===== config.mk =====
export PLATFORM = sky130hd
export DESIGN_NAME = mmp_ctrl
export DESIGN_NICKNAME = d
export VERILOG_FILES = /design/src/sv/mmp_pkg.sv /design/src/sv/mmp_ctrl.sv
export SDC_FILE = /design/constraint.sdc
export NUM_CORES = 1
export LEC_CHECK = 0
export BUFFER_PORTS_ARGS = -buffer_cell sky130_fd_sc_hd__buf_2
export CAP_MARGIN = 10
export CORE_ASPECT_RATIO = 1.4
export CORE_UTILIZATION = 45
export CTS_CLUSTER_DIAMETER = 100
export DETAILED_ROUTE_END_ITERATION = 8
export PLACE_DENSITY = 0.7
export SLEW_MARGIN = 20
export SYNTH_ARGS = -nofsm -noshare
export SYNTH_HDL_FRONTEND = slang
export SYNTH_SLANG_ARGS = --single-unit
export TNS_END_PERCENT = 20

===== constraint.sdc =====
create_clock -name clock -period 2.8 [get_ports clock]
set_input_delay 0.28 -clock clock [delete_from_list [all_inputs] [get_ports clock]]
set_output_delay 0.28 -clock clock [all_outputs]
set_load 0.05 [all_outputs]

===== src/sv/mmp_pkg.sv =====
// Shared widths, codes and controller-to-datapath types of the modular matrix product block.
package mmp_pkg;

   localparam int ELEM_W  = 30;
   localparam int MOD_W   = 31;
   localparam int LEN_W   = 5;
   localparam int IDX_W   = 4;
   localparam int OP_W    = 2;
   localparam int CSR_W   = 31;
   localparam int CSR_IDX_W = 1;
   localparam int CNT_W   = LEN_W + 1;
   localparam int PROD_W  = 2 * ELEM_W;

   localparam logic [CSR_IDX_W-1:0] CSR_MODULUS      = 1'd0;
   localparam logic [CSR_IDX_W-1:0] CSR_INNER_LENGTH = 1'd1;

   localparam logic [MOD_W-1:0] MODULUS_RESET      = 31'd65537;
   localparam logic [LEN_W-1:0] INNER_LENGTH_RESET = 5'd16;

   typedef enum logic [OP_W-1:0] {
      OP_WR_CLIENT  = 2'd0,
      OP_WR_SERVER  = 2'd1,
      OP_RD_PRODUCT = 2'd2
   } op_type;

   typedef enum logic [1:0] {
      ST_IDLE,
      ST_MAC,
      ST_DIV,
      ST_DONE
   } state_type;

   typedef struct packed {
      logic             wr_client;
      logic             wr_server;
      logic             capture;
      logic             rd_en;
      logic [LEN_W-1:0] rd_k;
      logic             mul_en;
      logic             acc_en;
      logic             div_load;
      logic             div_step;
      logic             finish;
   } cmd_type;

endpackage


===== src/sv/mmp_ctrl.sv =====
// Controller state machine that sequences writes, the multiply-accumulate walk and the reduction.
module mmp_ctrl #(
   parameter int MAX_DIM = 16
) (
   input  logic                      clock,
   input  logic                      reset,
   input  logic                      start,
   input  logic [mmp_pkg::OP_W-1:0]  req_op,
   input  logic [mmp_pkg::LEN_W-1:0] inner_length,
   output logic                      busy,
   output logic                      rsp_valid,
   output mmp_pkg::cmd_type          cmd
);
   import mmp_pkg::*;

   localparam int LenMax   = (MAX_DIM < 31) ? MAX_DIM : 31;
   localparam int AccW     = PROD_W + ((LenMax > 1) ? $clog2(LenMax) : 0);
   localparam int DivSteps = (AccW + 1) / 2;

   state_type        state_ff, state_in;
   logic [CNT_W-1:0] cnt_ff, cnt_in;
   logic             rsp_valid_ff;
   logic [LEN_W-1:0] eff_len;
   logic [CNT_W-1:0] len_ext, len_plus1;

   // Lengths above MAX_DIM, capped at 31, saturate to it.
   assign eff_len   = (32'(inner_length) > LenMax) ? LEN_W'(LenMax) : inner_length;
   assign len_ext   = {1'b0, eff_len};
   assign len_plus1 = len_ext + CNT_W'(1);

   always_ff @(posedge clock) begin
      if (reset) begin
         state_ff     <= ST_IDLE;
         cnt_ff       <= '0;
         rsp_valid_ff <= 1'b0;
      end else begin
         state_ff     <= state_in;
         cnt_ff       <= cnt_in;
         rsp_valid_ff <= cmd.finish;
      end
   end

   always_comb begin
      state_in = state_ff;
      cnt_in   = cnt_ff;
      cmd      = '0;
      case (state_ff)
         ST_IDLE: begin
            if (start) begin
               cmd.wr_client = (req_op == OP_WR_CLIENT);
               cmd.wr_server = (req_op == OP_WR_SERVER);
               if (req_op == OP_RD_PRODUCT) begin
                  cmd.capture = 1'b1;
                  cnt_in      = '0;
                  state_in    = ST_MAC;
               end
            end
         end
         ST_MAC: begin
            // Step k fetches element k into the read registers; prod_ff then takes its product and acc_ff adds it.
            cmd.rd_en  = (cnt_ff < len_ext);
            cmd.rd_k   = cnt_ff[LEN_W-1:0];
            cmd.mul_en = (cnt_ff != '0) && (cnt_ff <= len_ext);
            cmd.acc_en = (cnt_ff >= CNT_W'(2)) && (cnt_ff <= len_plus1);
            if (cnt_ff == len_plus1) begin
               cnt_in   = '0;
               state_in = ST_DIV;
            end else begin
               cnt_in = cnt_ff + CNT_W'(1);
            end
         end
         ST_DIV: begin
            cmd.div_load = (cnt_ff == '0);
            cmd.div_step = (cnt_ff != '0);
            if (cnt_ff == CNT_W'(DivSteps)) begin
               state_in = ST_DONE;
            end else begin
               cnt_in = cnt_ff + CNT_W'(1);
            end
         end
         ST_DONE: begin
            cmd.finish = 1'b1;
            state_in   = ST_IDLE;
         end
         default: begin
            state_in = ST_IDLE;
         end
      endcase
   end

   assign busy      = (state_ff != ST_IDLE);
   assign rsp_valid = rsp_valid_ff;

endmodule


Word-level counts from Yosys, hierarchy flattened
Index checks and enable logic that the tools add are counted.
- $add $sub $neg: 2
- multipliers: 0
- div/mod/pow operators: 0
- magnitude comparators: 5
- equal/unequal tests: 12
- shift-type cells: 0
- muxes and demuxes: 17
- bitwise logic cells: 0
- reduce and logical (&&, ||, !) cells: 10
- operator list (operator ; count):
    2-to-1 mux 6 bit ; 4
    case mux 6 bit (3 select lines) ; 1
    2-to-1 mux 2 bit ; 5
    inequality test 2 bit (second input constant) ; 5
    2-to-1 mux 8 bit ; 1
    case mux 2 bit (4 select lines) ; 1
    AND reduction 4 bit ; 2
    adder 5 x 1 -> 6 bit (second input constant) ; 1
    adder 6 x 1 -> 6 bit (second input constant) ; 1
    == test 2 bit (second input constant) ; 3
    == test 6 bit ; 1
    == test 6 bit (second input constant) ; 1
    >= comparator 6 x 2 -> 1 bit (second input constant) ; 1
    less-or-equal comparator 6 x 5 -> 1 bit ; 1
    less-or-equal comparator 6 bit ; 1
    zero test 6 bit ; 1
    less-than comparator 6 x 5 -> 1 bit ; 1
    2-to-1 mux 3 bit ; 2
    nonzero test 6 bit ; 1
    > comparator 5 bit (second input constant) ; 1
    2-to-1 mux 5 bit ; 1
    == test 2 x 1 -> 1 bit (second input constant) ; 2
    zero test 2 bit ; 2
    nonzero test 3 bit ; 1
    3 further kinds ; 5
- flip-flop bits (word level): 9
- bits in latches: 0
- memory bits (writable): 0
- ROM bits: 0
- input port bits: 10
- output and inout port bits: 16
- logic and storage cells: 49
- memories: 0

Depth between registers and ports, before layout
Gate-level depths: netlist (run 1).
- depth in word-level cells: 6
- gate-level depth with buffers: 11
- depth with buffers taken out: 11

Worst setup path after synthesis (run 1)
Ideal clock, no wire load.
- path kind: in2out
- start: input port inner_length[4] in the netlist's numbering
- end: output port cmd[3] in the netlist's numbering
- data arrival time: 2.706 ns
- required time: 2.520 ns
- slack: -0.186 ns
- cell stages on the path: 11
- buffers on the path: 0
- path through: inv_2 > nand2_1 > inv_1 > ha_1 > inv_1 > ha_1 > nor2b_1 > o21a_1 > o211ai_1 > a21oi_1 > a211oi_1
- RTL lines (item ; RTL line ; text):
    start: declaration ; mmp_ctrl.sv:9 ; input logic [mmp_pkg::LEN_W-1:0] inner_length,
    end: declaration ; mmp_ctrl.sv:12 ; output mmp_pkg::cmd_type cmd

==> results of run 1 <==
-- critical path, stage by stage --
cell      delay [ps]
buf_2            100
inv_2             60
nand2_1           90
inv_1             60
ha_1             220
a31oi_1          210
ha_1             300
a211oi_1         280
a21oi_1          130
a211oi_2         190
buf_2            280
-- path summary, 6_finish.rpt --
kind | slack (ps) | to | cells after the start | start
max | 330 | cmd[3] | 11 | inner_length[4]
min | 320 | cnt_ff[1] | 2 | reset
max reg2reg | 850 | cnt_ff[5] | 7 | cnt_ff[0]
min reg2reg | 480 | cnt_ff[0] | 2 | cnt_ff[0]
-- power by group through the flow --
stage | registers (mW) | logic, mW | clock network, mW
4_1_cts | 0.145 | 0.291 | 0.100
5_1_grt | 0.147 | 0.319 | 0.113
2_1_floorplan | 0.148 | 0.225 | 0
3_5_place_dp | 0.148 | 0.289 | 0
3_3_place_gp | 0.147 | 0.283 | 0
6_report | 0.146 | 0.291 | 0.0955
-- flip-flops by register name, indices dropped and copies added (netlist names) --
register / flops
cnt_ff: 6
state_ff: 2
rsp_valid: 1
-- per-layer routing --
metal  GRT usage  part of all wire
met5           0                 0
met4       0.124             0.025
met3      0.0156             0.016
met2       0.404              0.55
met1       0.215              0.41
-- cell usage in the layout (no fill, tap or decap), types with 2 or more instances in the layout --
cell      netlist  routed
buf_2           0      25
ha_1           19      19
nand2_1        14      14
inv_1          10      10
nor2_1         10      10
dfxtp_1         9       9
a21oi_1         8       8
nand3_1         6       6
o21ai_1         4       4
nand3b_1        4       4
and2_1          3       3
nor2b_1         3       3
clkbuf_4        0       3
nor3b_1         2       2
a31oi_1         2       2
nor3_1          2       2
or3b_1          2       2
o21ai_0         2       2
nand2b_1        2       2
-- cell families (layout without fill, tap and decap cells) --
| group | count (synthesis) | count (layout) |
|---|---|---|
| other | 1 | 1 |
| XOR/XNOR | 2 | 2 |
| flip-flops | 9 | 9 |
| multiplexers | 1 | 1 |
| AO/OA/AOI/OAI | 26 | 26 |
| AND/OR/NAND/NOR | 58 | 58 |
| buffers and inverters | 12 | 40 |
| adder cells (fa/ha/maj) | 19 | 19 |
-- metrics by stage --
stage                     total power, mW  hold WS, ps
after floorplan                     0.373          458
after global placement              0.430          471
after detailed placement            0.438          486
after CTS                           0.537          312
after global routing                0.579          311
final                               0.532          316
-- area by class of cell --
| class | instances | share of cell area |
|---|---|---|
| Timing Repair Buffer | 25 | 0.106 |
| Multi-Input combinational cell | 107 | 0.660 |
| Inverter | 11 | 0.0351 |
| Tap cell | 21 | 0.0224 |
| Clock buffer | 4 | 0.0224 |
| Sequential cell | 9 | 0.153 |
==> impl_metrics.yaml, run 1 <==
status:
  status: "completed"
synthesis:
  yosys.area_share.simple: 0.335
  syn-instance-count: 128
  synth_top_area_share: 0.239
  synth_xor_area_frac: 0.0176
  yosys.cell_types.count: 42
  synth_top_family_by_area: "simple AND/OR/NAND/NOR gates"
  synth_seq_cells: 9
  synth.most_common_cell: "ha_1"
  muxShareOfSynthArea: 0.0101
  seq_area_frac_synth: 0.181
  syn_area_um2: 996
  synth_ff_type: "dfxtp_1"
  syn_area_per_cell_um2: 7.78
  synth_warnings: 0
  synthArstFlopShare: 0
  synth-compound-area-share: 0.168
  synth_edf_count: 0
  post-synth-top-area-cell: "ha_1"
  synthTopCellsByCount: "19 x ha_1, 14 x nand2_1, 10 x inv_1, 10 x nor2_1, 9 x dfxtp_1"
  synth_fa_ha_area_frac: 0.239
  synth.area.top_cells: "ha_1 24%, dfxtp_1 18%, nand2_1 5.3%"
  synth.net_count: 157
worst_setup_path:
  crit_path_max_fanout: 6
  crit_path_start_kind: "input port"
  cp_data_required_time_ps: 2520
  crit_type: "in2out"
  endpoint_kind: "output port"
  arrival_ps: 2190
power_and_ir_drop:
  p_int_mw: 0.279
  ir_drop_v: 0.000272
  combPwrFrac: 0.547
  swShare: 0.475
  power_density_mw_per_mm2: 453
  seqPwrFrac: 0.274
  pwr-share-clk: 0.179
  p_switching_mw: 0.253
  p_leak_nw: 0.618
timing:
  fin_ws_ps: 329
  layout_min_cycle_time_ps: 2470
  finClkSkew_ps: 2.02
  setup_tns_ps: 0
  setup_violations: 0
  rsz0062_at_grt: "false"
  relSlewSlack: 0.588
  max_freq_mhz: 405
  hold_viol_final: 0
  slew_viol_final: 0
  period_share: 0.883
  tightest_slew_ps: 612
place:
  hpwlAfterDp_mm: 1.90
  dp.cells: 173
  dp_slack_ps: 329
  portBuffers: 25
  place_area_mm2: 0.00115
  place_congestion: 0.799
run:
  cap_viol_max_count: 0
hold_path:
  hold_class: "in2reg"
layout:
  final_nets: 186
  multi_input_area_um2: 776
  area_growth_pct: 18.0
  fillers: 189
  register_area_um2: 180
  utilization: 0.581
  finalInstanceArea_mm2: 0.00117
  layout.cells.non_filler: 177
  drive_gt1_frac: 0.224
  antennaDiodeCount: 0
clock_network:
  cts_tree: "built"
  cts_resized: 0
  cts.sinks: 9
  clk_pin_slew_worst_paths_ps: 50
  cts-root-buf: "clkbuf_4"
  numCtsBuffers: 3
  post_cts_buffers: 0
  clockBufferDepth: 2
  hold_buffers: 0
  clock_latency_ps: 250
  htree_levels: 1
routing:
  detail-route-antenna-nets: 0
  wl_per_cell_um: 12.8
  drc_errors: 0
  initialDrtViolationCount: 19
  vias_per_cell: 5.63
  wl_mm: 2.27
  dr_total_vias: 997
  firstDrtPassIters: 4
global_routing:
  grt_pass1_wl_mm: 4.00
  gr-total-overflow: 0
  grt_start_max_net_pins: 11
  track_usage: 0.209
  antenna_found_initial: 0
  grt_pass1_vias: 989
floorplan:
  io_pins: 26
  die_h_um: 57.7
  start_util: 0.493
  dieArea_mm2: 0.00241
  rows: 19
  die_w_um: 41.8
  core-area_mm2: 0.00202
Power figures use the tool's default switching activity.
==> run 2, diff against run 1 <==
--- a/config.mk
+++ b/config.mk
@@ -12,6 +12,7 @@
 export CTS_CLUSTER_DIAMETER = 100
 export DETAILED_ROUTE_END_ITERATION = 8
 export PLACE_DENSITY = 0.7
+export RECOVER_POWER = 25
 export SLEW_MARGIN = 20
 export SYNTH_ARGS = -nofsm -noshare
 export SYNTH_HDL_FRONTEND = slang
==> impl_metrics.yaml, run 2 (same netlist as run 1, synthesis figures left out) <==
clock_network:
  clockBufferDepth: 2
  numCtsBuffers: 3
  post_cts_buffers: 0
  cts-root-buf: "clkbuf_4"
  htree_levels: 1
  cts.sinks: 9
  clock_latency_ps: 250
  clk_pin_slew_worst_paths_ps: 50
  cts_resized: 0
  hold_buffers: 0
  cts_tree: "built"
power_and_ir_drop:
  pwr-share-clk: 0.180
  p_switching_mw: 0.253
  p_int_mw: 0.277
  p_leak_nw: 0.596
  power_mw: 0.530
  ir_drop_v: 0.000272
  swShare: 0.477
  combPwrFrac: 0.545
  seqPwrFrac: 0.275
  power_density_mw_per_mm2: 453
global_routing:
  gr-total-overflow: 0
  use_met1: 0.215
  grt_pass1_vias: 989
  grt_start_max_net_pins: 11
  antenna_found_initial: 0
  met3_usage: 0.0156
  busiest_layer: "met2"
  gr-usage-met2: 0.404
  grt_pass1_wl_mm: 4.00
  track_usage: 0.209
layout:
  drive_gt1_frac: 0.192
  antennaDiodeCount: 0
  top_register: "cnt_ff"
  largest_reg_flops: 6
  final_nets: 186
  layout_commonest_cell: "buf_2"
  layout.cells.non_filler: 177
  final_cell_mix: "20 x buf_2, 19 x ha_1, 14 x nand2_1, 10 x inv_1, 10 x nor2_1"
  area_growth_pct: 17.3
  utilization: 0.578
worst_setup_path:
  cp_data_required_time_ps: 2520
  endpoint_kind: "output port"
  r2r_slack_ps: 840
  cp_top_family: "compound AO/OA/AOI/OAI gates"
  slowest_delay_ps: 300
  crit_path_start_kind: "input port"
  cp_slowest_cell: "ha_1"
  cp_cell_sequence: "buf_2 -> inv_2 -> nand2_1 -> inv_1 -> ha_1 -> a31oi_1 -> ha_1 -> a211oi_1 -> a21oi_1 -> a211oi_2 -> buf_2"
  crit_path_max_fanout: 6
  crit_type: "in2out"
  cp_num_buf_inv: 4
  arrival_ps: 2190
timing:
  rsz0062_at_grt: "false"
  relSlewSlack: 0.587
  slew_viol_final: 0
  layout_min_cycle_time_ps: 2470
  fin_ws_ps: 329
  max_freq_mhz: 405
  setup_violations: 0
  hold_viol_final: 0
  tightest_slew_ps: 614
  setup_tns_ps: 0
  period_share: 0.883
  finClkSkew_ps: 1.93
routing:
  initialDrtViolationCount: 20
  detail-route-antenna-nets: 0
  drc_errors: 0
  vias_per_cell: 5.67
  dr_total_vias: 1004
  wl_mm: 2.28
  wl_per_cell_um: 12.9
  firstDrtPassIters: 4
floorplan:
  die_h_um: 57.7
  start_util: 0.493
  die_w_um: 41.8
  dieArea_mm2: 0.00241
  io_pins: 26
  rows: 19
  core-area_mm2: 0.00202
place:
  dp_slack_ps: 329
  hpwlAfterDp_mm: 1.90
  place_congestion: 0.799
  portBuffers: 25
  dp.cells: 173
run:
  cap_viol_max_count: 0
status:
  status: "completed"
hold_path:
  hold_class: "in2reg"
[run 2: cell types whose count changed in the layout (fill, tap and decap cells not counted)]
cell	before	now
clkbuf_1	1	6
buf_2	25	20
[run 2: per-layer routing]
layer,part of all wire,vias to the layer above
li1,-,513
met1,0.40,462
met2,0.56,21
met3,0.020,8
met4,0.025,0
met5,0,-
[run 2: worst register-to-register path: cells and delay by family, from the launching register on]
| kind | cells | cell delay (ps) |
|---|---|---|
| fa+ha+maj | 1 | 330 |
| simple gates | 3 | 790 |
| buf+inv | 1 | 130 |
| compound gates | 2 | 280 |
| flops | 1 | 360 |
[run 2: area by class of cell]
type | count | area (um2)
Sequential cell | 9 | 180
Fill cell | 194 | 852
Multi-Input combinational cell | 107 | 776
Timing Repair Buffer | 25 | 119
Inverter | 11 | 41.3
Tap cell | 21 | 26.3
Clock buffer | 4 | 26.3
[run 2: power groups by stage]
stage          combinational (mW)  sequential [mW]  clock (mW)
6_report                    0.289            0.146      0.0953
5_1_grt                     0.317            0.147       0.113
3_5_place_dp                0.289            0.148           0
4_1_cts                     0.291            0.145       0.100
2_1_floorplan               0.225            0.148           0
3_3_place_gp                0.283            0.147           0
[run 2: through the flow]
step / cell area, um2 / hold WS [ps]
detailed placement: 1150 / 486
global route: 1170 / 311
global placement: 1150 / 471
floorplan: 1000 / 458
finish: 1170 / 316
CTS: 1170 / 312
[run 2: path summary, 6_finish.rpt]
check,startpoint,end,cells after the start
max,inner_length[4],cmd[3],11
min,reset,cnt_ff[1],2
max reg2reg,cnt_ff[0],cnt_ff[5],7
min reg2reg,cnt_ff[0],cnt_ff[0],2
